File: config.mk
export PLATFORM = sky130hd
export DESIGN_NAME = gdw_queue
export DESIGN_NICKNAME = d
export VERILOG_FILES = /design/src/rtl/core/gdw_pkg.sv /design/src/rtl/core/gdw_queue.sv
export SDC_FILE = /design/constraint.sdc
export NUM_CORES = 1
export LEC_CHECK = 0
export BUFFER_PORTS_ARGS = -buffer_cell sky130_fd_sc_hd__buf_2
export CORE_MARGIN = 2
export CORE_UTILIZATION = 47
export CTS_CLUSTER_DIAMETER = 200
export CTS_CLUSTER_SIZE = 28
export DETAILED_ROUTE_END_ITERATION = 12
export MAX_ROUTING_LAYER = met4
export PLACE_DENSITY = 0.75
export SYNTH_ARGS = -nofsm -noshare
export SYNTH_HDL_FRONTEND = slang
export SYNTH_SLANG_ARGS = --single-unit
File: constraint.sdc
create_clock -name i_clk -period 7.32 [get_ports i_clk]
set_input_delay 0.732 -clock i_clk [delete_from_list [all_inputs] [get_ports i_clk]]
set_output_delay 0.732 -clock i_clk [all_outputs]
set_load 0.01 [all_outputs]
File: src/rtl/core/gdw_pkg.sv
// Shared types and constants of the grid DDA ray walker.
package gdw_pkg;

    localparam int CELL_W        = 6;
    localparam int VAL_W         = 8;
    localparam int POS_W         = 22;
    localparam int DIST_W        = 32;
    localparam int DIM_CFG_W     = 7;
    localparam int CRD_W         = 9;
    localparam int FRAC_MAX      = 24;
    localparam int GAP_W         = FRAC_MAX + CELL_W + 1;
    localparam int PROD_W        = GAP_W + DIST_W;
    localparam int MAP_DIM_DEF   = 64;
    localparam int FRAC_BITS_DEF = 16;
    localparam int CFG_IDX_W     = 2;
    localparam int CFG_DATA_W    = 8;
    localparam int IN_DATA_W     = 136;
    localparam int OUT_DATA_W    = 80;

    localparam logic [DIM_CFG_W-1:0] DIM_RESET    = 7'd64;
    localparam logic [VAL_W-1:0]     THRESH_RESET = 8'd0;

    typedef enum logic {
        OP_WRITE = 1'b0,
        OP_CAST  = 1'b1
    } t_op;

    typedef enum logic [CFG_IDX_W-1:0] {
        CFG_WIDTH  = 2'd0,
        CFG_HEIGHT = 2'd1,
        CFG_THRESH = 2'd2
    } t_cfg_idx;

    typedef enum logic [2:0] {
        B_IDLE,
        B_MULX,
        B_MULY,
        B_SATY,
        B_STEP,
        B_CHECK,
        B_DONE
    } t_bstate;

    typedef struct packed {
        logic [DIM_CFG_W-1:0] width;
        logic [DIM_CFG_W-1:0] height;
        logic [VAL_W-1:0]     thresh;
    } t_cfg;

    typedef struct packed {
        t_op               op;
        logic [CELL_W-1:0] cx;
        logic [CELL_W-1:0] cy;
        logic [VAL_W-1:0]  val;
        logic [GAP_W-1:0]  gx;
        logic [GAP_W-1:0]  gy;
        logic              nx;
        logic              ny;
        logic [DIST_W-1:0] dx;
        logic [DIST_W-1:0] dy;
    } t_work;

    typedef struct packed {
        logic  valid;
        t_work item;
    } t_qhead;

    typedef struct packed {
        logic              hit;
        logic              yside;
        logic [CELL_W-1:0] end_x;
        logic [CELL_W-1:0] end_y;
        logic [DIST_W-1:0] sdx;
        logic [DIST_W-1:0] sdy;
    } t_result;

endpackage

File: src/rtl/core/gdw_queue.sv
// Two-entry queue between front end and walker.
module gdw_queue import gdw_pkg::*; (
    input  logic   i_clk,
    input  logic   i_rst_n,
    input  logic   i_push,
    input  t_work  i_item,
    input  logic   i_pop,
    output logic   o_full,
    output t_qhead o_head
);

    t_work       r_mem [2];
    logic        r_wp, r_rp;
    logic [1:0]  r_cnt;
    logic        n_wp, n_rp;
    logic [1:0]  n_cnt;
    logic        do_pop;

    assign o_full = (r_cnt == 2'd2);
    assign do_pop = i_pop && (r_cnt != 2'd0);
    assign o_head = '{valid: (r_cnt != 2'd0), item: r_mem[r_rp]};

    always_comb begin
        n_wp  = r_wp;
        n_rp  = r_rp;
        n_cnt = r_cnt;
        if (i_push) begin
            n_wp = !r_wp;
        end
        if (do_pop) begin
            n_rp = !r_rp;
        end
        if (i_push && !do_pop) begin
            n_cnt = r_cnt + 2'd1;
        end else if (do_pop && !i_push) begin
            n_cnt = r_cnt - 2'd1;
        end
    end

    always_ff @(posedge i_clk) begin
        if (!i_rst_n) begin
            r_wp  <= 1'b0;
            r_rp  <= 1'b0;
            r_cnt <= 2'd0;
        end else begin
            r_wp  <= n_wp;
            r_rp  <= n_rp;
            r_cnt <= n_cnt;
        end
    end

    always_ff @(posedge i_clk) begin
        if (i_push) begin
            r_mem[r_wp] <= i_item;
        end
    end

endmodule

==> out/metrics.cfg <==
[route]
drtIter0Drc=320
drtAntennaViolNets=0
vias=5426
drc_errors=0
viasPerCell=4.84
wl_per_cell_um=18.1
first_pass_iters=4
wl_um=20200

[clocking]
cts_tree=yes
clock_latency_ns=0.48
ctsLongestPathBuffers=3
cts_setup_buffers=0
cts-root-buf=clkbuf_16
cts_made_buffers=14
h-tree-depth=1
cts_sinks=303
postCtsResizedCells=0
cts.clk_slew.worst_paths_ns=0.10
holdBufCountCts=0

[final_layout]
fin_util_pct=57.7
fin_nets=946
final-instance-count-excl-fill=1120
layout_commonest_cell=buf_2
final_cell_mix=303 x buf_2, 298 x edfxtp_1, 101 x mux2_4, 48 x mux2_2, 15 x clkbuf_16
drive_above_1_share_pct=59.8
synthToLayoutAreaGrowth_pct=19.5

[yosys]
syn-num-nets=640
synth_top_area_share_pct=78.5
synth_top_area_cell=edfxtp_1
yosysUniqueCellTypes=17
seq_area_frac_synth_pct=79.4
ys_warn_count=0
synthTopCellsByArea=edfxtp_1 79%, mux2_4 13%, mux2_2 4.7%
syn_inst=486
netlist_area_um2=11400
syn_area_per_cell_um2=23.5
ys_seq_elements=303

[hold_path]
whs_endpoint=r_mem[1][91]$_DFFE_PP_
whs_path_depth=1
hp-start=i_item[91]
min_path_type=input port to register

[setup_path]
timing.rr.end=r_mem[1][78]$_DFFE_PP_
cp_num_buf_inv=2
crit_type=register to output port
crit_family=buffers and inverters
crit_chain=buf_12, mux2_2, buf_2
cpMaxStageDelayCell=buf_12
critical_path.max_fanout=143
critPathLaunchType=register
slowest_delay_ns=0.56
end_kind=output port
worstPathArrival_ns=2.43
rrSetupSlack_ns=5.23
cp.required_ns=6.59
reg2reg_depth=2
r2r_start=r_wp$_SDFFE_PN0P_

[floorplanning]
core_area_um2=23600
initial_core_util_pct=48.3
die_w_um=160
rows=56
die_h_um=160
design.die.area_um2=25500
num_io_pins=304

[global_route]
grtUsageTotal_pct=15.7
grt_max_degree=144
overflow=0
grt_pass1_vias=5639
grt_pass1_wl_um=30400
antenna_found_initial=4

[sta]
whs_ns=0.424
rsz0062_at_grt=no
finalSetupTns_ns=0
worst_slew_pin_slew_ns=1.22
slew_headroom_pct=18.7
hold_violations=0
max_clock_freq_ghz=0.317
period_needed_ns=3.16
fin_crit_sh_pct=43.1
slew_viol_final=0
clock-skew-final_ns=0.0163
setup_viol=0

[run_status]
status=finished, final reports clean

[pwr]
ir_drop_v=0.000293
p_leak_uw=0.00520
p_per_area_nw_per_um2=294
finalPower_uw=4010

[placed_design]
gp_congestion=0.783
dp_cells=1095
place_hpwl_um=13500
port_buffers=303

[run]
cap_violations=0

-- worst max path at each step --
| stage | slack (ns) | from | cells after the start | end |
|---|---|---|---|---|
| detailed placement | 4.78 | i_push | 3 | r_mem[1][18]$_DFFE_PP_ |
| CTS | 4.24 | register | 3 | o_head[17] |
| finish | 4.16 | register | 3 | o_head[135] |
| global route | 4.17 | register | 3 | o_head[148] |
| global placement | 4.80 | register | 3 | o_head[15] |
| floorplan | 2.25 | i_push | 1 | r_mem[0][0]$_DFFE_PP_ |
-- area by class of cell --
| cell class | count | area (µm²) |
|---|---|---|
| fill | 1836 | 9990 |
| sequential | 303 | 9050 |
| multi-input combinational | 166 | 2190 |
| timing repair buffer | 307 | 1570 |
| tap | 319 | 399 |
| clock buffer | 19 | 390 |
| antenna | 5 | 12.5 |
| clock inverter | 1 | 7.51 |
-- cells by family after synthesis --
family / after synthesis / synth area share [%]
AO/OA/AOI/OAI: 4 / 0.220
XOR/XNOR: 3 / 0.231
adder cells (fa/ha/maj): 1 / 0.110
buffers and inverters: 17 / 1.51
flip-flops: 303 / 79.4
multiplexers: 149 / 18.0
AND/OR/NAND/NOR: 9 / 0.494
-- per-layer routing --
layer  track usage (%)  routed length, µm  share of wire (%)  vias to the layer above
li1                  -                  -                  -                     2536
met1              18.3               7960                 39                     2635
met2              26.4               9980                 49                      220
met3              4.65               1750                8.6                       35
met4              4.83                551                2.7                        0
met5                 -                  0                  0                        -
-- report_power, final --
group          switching (µW)  internal [µW]  leakage, µW  total [µW]
Sequential               34.7           2010      0.00284        2050
Clock                     479            379     0.000190         858
Combinational             513            586      0.00217        1100
-- registers in the layout, summed over array words and instances (netlist names), named ones only --
signal,count
r_cnt,2
r_wp,1
r_mem,298
r_rp,1
-- cell usage after synthesis --
cell	number
o21a_1	1
nor2b_1	3
o21ai_1	1
buf_2	3
mux2_2	48
and2_1	4
a21boi_1	1
edfxtp_1	298
buf_6	14
mux2_4	101
o21ai_0	1
dfxtp_1	5
xnor2_1	2
ha_1	1
or3_1	1
or2_2	1
xor2_1	1
-- worst register-to-register path, cell delays in order, from the launching register on --
cell     delay (ns)
dfxtp_1        0.40
and2_4         0.51
buf_4          0.73
-- metrics by stage --
step	setup slack (ns)	area, µm²
after floorplan	2.25	11400
after detailed placement	4.78	13200
after global routing	4.17	13600
after CTS	4.24	13600
final	4.16	13600
after global placement	4.80	13200
Power figures use the tool's default switching activity.
