### src/rtl/core/gdw_pkg.sv
// Shared types and constants of the grid DDA ray walker.
package gdw_pkg;

    localparam int CELL_W        = 6;
    localparam int VAL_W         = 8;
    localparam int POS_W         = 22;
    localparam int DIST_W        = 32;
    localparam int DIM_CFG_W     = 7;
    localparam int CRD_W         = 9;
    localparam int FRAC_MAX      = 24;
    localparam int GAP_W         = FRAC_MAX + CELL_W + 1;
    localparam int PROD_W        = GAP_W + DIST_W;
    localparam int MAP_DIM_DEF   = 64;
    localparam int FRAC_BITS_DEF = 16;
    localparam int CFG_IDX_W     = 2;
    localparam int CFG_DATA_W    = 8;
    localparam int IN_DATA_W     = 136;
    localparam int OUT_DATA_W    = 80;

    localparam logic [DIM_CFG_W-1:0] DIM_RESET    = 7'd64;
    localparam logic [VAL_W-1:0]     THRESH_RESET = 8'd0;

    typedef enum logic {
        OP_WRITE = 1'b0,
        OP_CAST  = 1'b1
    } t_op;

    typedef enum logic [CFG_IDX_W-1:0] {
        CFG_WIDTH  = 2'd0,
        CFG_HEIGHT = 2'd1,
        CFG_THRESH = 2'd2
    } t_cfg_idx;

    typedef enum logic [2:0] {
        B_IDLE,
        B_MULX,
        B_MULY,
        B_SATY,
        B_STEP,
        B_CHECK,
        B_DONE
    } t_bstate;

    typedef struct packed {
        logic [DIM_CFG_W-1:0] width;
        logic [DIM_CFG_W-1:0] height;
        logic [VAL_W-1:0]     thresh;
    } t_cfg;

    typedef struct packed {
        t_op               op;
        logic [CELL_W-1:0] cx;
        logic [CELL_W-1:0] cy;
        logic [VAL_W-1:0]  val;
        logic [GAP_W-1:0]  gx;
        logic [GAP_W-1:0]  gy;
        logic              nx;
        logic              ny;
        logic [DIST_W-1:0] dx;
        logic [DIST_W-1:0] dy;
    } t_work;

    typedef struct packed {
        logic  valid;
        t_work item;
    } t_qhead;

    typedef struct packed {
        logic              hit;
        logic              yside;
        logic [CELL_W-1:0] end_x;
        logic [CELL_W-1:0] end_y;
        logic [DIST_W-1:0] sdx;
        logic [DIST_W-1:0] sdy;
    } t_result;

endpackage

### src/rtl/core/gdw_front.sv
// Front end: classify incoming items and compute the start gaps of casts.
module gdw_front import gdw_pkg::*; #(
    parameter int FRAC_BITS = FRAC_BITS_DEF
) (
    input  logic                 i_valid,
    input  logic                 i_op,
    input  logic [CELL_W-1:0]    i_cx,
    input  logic [CELL_W-1:0]    i_cy,
    input  logic [VAL_W-1:0]     i_val,
    input  logic [POS_W-1:0]     i_pos_x,
    input  logic [POS_W-1:0]     i_pos_y,
    input  logic                 i_nx,
    input  logic                 i_ny,
    input  logic [DIST_W-1:0]    i_dx,
    input  logic [DIST_W-1:0]    i_dy,
    input  logic                 i_q_full,
    output logic                 o_ready,
    output logic                 o_push,
    output t_work                o_item
);

    localparam int SUM_W = GAP_W + 1;

    logic [SUM_W-1:0] hi_x, lo_x, hi_y, lo_y;

    always_comb begin
        if (i_nx) begin
            hi_x = SUM_W'(i_pos_x);
            lo_x = SUM_W'(i_cx) << FRAC_BITS;
        end else begin
            hi_x = (SUM_W'(i_cx) + SUM_W'(1)) << FRAC_BITS;
            lo_x = SUM_W'(i_pos_x);
        end
        if (i_ny) begin
            hi_y = SUM_W'(i_pos_y);
            lo_y = SUM_W'(i_cy) << FRAC_BITS;
        end else begin
            hi_y = (SUM_W'(i_cy) + SUM_W'(1)) << FRAC_BITS;
            lo_y = SUM_W'(i_pos_y);
        end
    end

    assign o_ready = !i_q_full;
    assign o_push  = i_valid && !i_q_full;

    always_comb begin
        o_item     = '0;
        o_item.op  = t_op'(i_op);
        o_item.cx  = i_cx;
        o_item.cy  = i_cy;
        o_item.val = i_val;
        o_item.nx  = i_nx;
        o_item.ny  = i_ny;
        o_item.dx  = i_dx;
        o_item.dy  = i_dy;
        // clamp a negative gap to zero
        o_item.gx  = (hi_x > lo_x) ? GAP_W'(hi_x - lo_x) : '0;
        o_item.gy  = (hi_y > lo_y) ? GAP_W'(hi_y - lo_y) : '0;
    end

endmodule

### config.mk
export PLATFORM = sky130hd
export DESIGN_NAME = gdw_front
export DESIGN_NICKNAME = d
export VERILOG_FILES = /design/src/rtl/core/gdw_pkg.sv /design/src/rtl/core/gdw_front.sv
export SDC_FILE = /design/constraint.sdc
export NUM_CORES = 1
export LEC_CHECK = 0
export BUFFER_PORTS_ARGS = -buffer_cell sky130_fd_sc_hd__buf_4
export CAP_MARGIN = 15
export CORE_AREA = 2 2 109 111
export DETAILED_ROUTE_END_ITERATION = 6
export DIE_AREA = 0 0 111 113
export GPL_TIMING_DRIVEN = 0
export PLACE_DENSITY = 0.66
export SLEW_MARGIN = 20
export SYNTH_ARGS = -nofsm -noshare
export SYNTH_HDL_FRONTEND = slang
export SYNTH_SLANG_ARGS = --single-unit
### constraint.sdc
create_clock -name vclk -period 3.21
set_clock_uncertainty 0.2 [all_clocks]
set_input_delay 0.1605 -clock vclk [all_inputs]
set_output_delay 0.1605 -clock vclk [all_outputs]
set_load 0.01 [all_outputs]
==> results.md <==
* Tmin final at 3110 ps
* Warnings from Yosys at 0
* CP Class: input port to primary output
* Final setup viols at 0
* Total negative slack at 0 ps
* Critical Path End Type: primary output
* Pwr per Cell Area at 218 mW/mm^2
* Tot Pwr at 1.06 mW
* Initial Utilization at 0.271
* Most frequent cell after synthesis: buf_4
* Required @ worst endpoint at 2850 ps
* Hold Fails Final Rpt at 0
* HPWL after DPL at 9.24 mm
* Grt total ovfl at 0
* Max transition margin at 0.438
* Cell taking the most area after synthesis: buf_4
* Max-slew violations at 0
* Outcome: completed
* HP Class: input port to primary output
* I/O pin total at about 280
* Sequential-to-total area share from yosys stat at 0
* Avg WL per Cell at 13.5 um
* Leak pwr at 2.41 nW
* Die area at 0.0125 mm^2
* Fin nets at between 700 and 800
* P&R area growth vs syn at 59.8%
* Total of max-cap violations at 0
* Netlist Area Pre-Place at roughly 0.0031 mm^2
* GRT Total Usage at 0.153
* Seq cells at 0
* DRT Pass-1 Iters at 4
* Crit start category: input port
* Top cells by area, synth: buf_4, xnor2_1, nor3_2
* Post-DRT Antenna Nets at 0
* Clock buffers at 0
* Share of layout cells above drive strength 1 at 0.567
* Crit Path Max Fanout at 10
* Post-synth top cells: buf_4, nor3_1, xnor2_1
* Post-synth top area share at 0.260
* Critical path destination: o_item[102]
* Post-CTS Hold Buffers at 0
* Fill count at roughly 1200
* Gpl congestion at approximately 0.84
* First-iteration detailed-routing DRC count at 114
* Multi-input logic area at 0.00224 mm^2
* Cell variety after synth at 57
* Vias in the first global route at 3582
* Initial antenna violation count at 0
* Unrepaired setup endpoints after global routing: false
* Routed WL at approximately 11 mm
* Period utilisation layout at 0.967
* Max Freq at approximately 0.32 GHz
* Slew @ Worst Pin at 835 ps
* Via/cell ratio at 4.67
* Mapped Cells at 425
* Storage element area at 0 um^2
* Crit path from: i_nx
* Syn Area/Cell at around 7.2 um^2
* Die extent in x at between 100 and 150 um
* Core ar. at 0.0113 mm^2
* First-pass GRT wire length at 16.6 mm
* Core Rows at 39
* DRC at 0
* Arr. time, crit path at 2740 ps
* ANT cells at 0
* Worst IR Drop VDD at 0.000114 V
* IO buf count at 194
* Largest net degree at the start of global routing at 11
* Die Ht at 113 um
* Vias at 3650
==> cell type report <==
class	count	area share
inverters	11	0.00845
repair buffers	199	0.309
plain buffers	120	0.188
multi-input cells	308	0.458
well taps	143	0.0366
==> repair_timing <==
action	4_1_cts	5_1_grt
setup endpoints to repair	44	42
gates resized for setup	12	14
pin swaps	1	2
cloned	0	1
buffers inserted	1	3
==> metal layers <==
layer	vias to the layer above	part of all wire	track usage
li1	1816	-	-
met3	10	0.091	0.0273
met1	1668	0.35	0.166
met2	156	0.55	0.310
met4	0	0.012	0.0250
met5	-	0	0
==> cell usage in the layout (no fill, tap or decap), types with 5 or more instances in the layout <==
master	instances
a21o_1	6
a21oi_1	14
and3_1	5
buf_4	306
conb_1	16
ha_1	12
inv_1	11
mux2i_1	12
nand2_1	21
nand3_1	7
nand4_1	5
nor2_1	25
nor3_1	33
nor3_2	19
o21ai_0	18
o31ai_1	5
xnor2_1	28
xor2_1	13
==> stage by stage <==
stage           util  cells  cell area (um^2)  worst slack [ps]  hold WS [ps]
2_1_floorplan      -    440              3120              83.5           165
3_3_place_gp   0.422    777              4750              -490           298
3_5_place_dp   0.422    777              4750              -519           298
4_1_cts        0.426    778              4800              25.3           298
5_1_grt        0.434    781              4890              2.54           301
6_report       0.434    781              4890               105           297
==> how the worst min path moves through the flow <==
stage | startpoint | to | slack [ps] | cells after the start
final | i_dx[10] | o_item[42] | 300 | 2
after floorplan | i_q_full | o_ready | 160 | 1
after detailed placement | i_dy[6] | o_item[6] | 300 | 2
after global placement | i_dy[1] | o_item[1] | 300 | 2
after global routing | i_dx[19] | o_item[51] | 300 | 2
after CTS | i_dx[17] | o_item[49] | 300 | 2
==> worst max-delay path: stages <==
cell	delay (ps)
clkbuf_4	180
buf_12	150
mux2_2	360
ha_4	320
nand4bb_4	150
or3_4	400
or4_4	440
o31ai_4	130
clkbuf_16	240
nor3_2	40
buf_4	150
==> cells by family after synthesis <==
logic type,count (synthesis),share of synthesized area
buffers and inverters,132,0.304
other,1,0.00123
AND/OR/NAND/NOR,151,0.316
AO/OA/AOI/OAI,71,0.154
XOR/XNOR,41,0.117
multiplexers,15,0.0503
adder cells (fa/ha/maj),14,0.0573
==> where the power goes <==
part           internal (mW)  leakage, nW  switching, mW  total (mW)
Clock                      0            0              0           0
Combinational          0.548         2.41          0.516        1.06
Sequential                 0            0              0           0
Total                  0.548         2.41          0.516        1.06
Power figures use the tool's default switching activity.
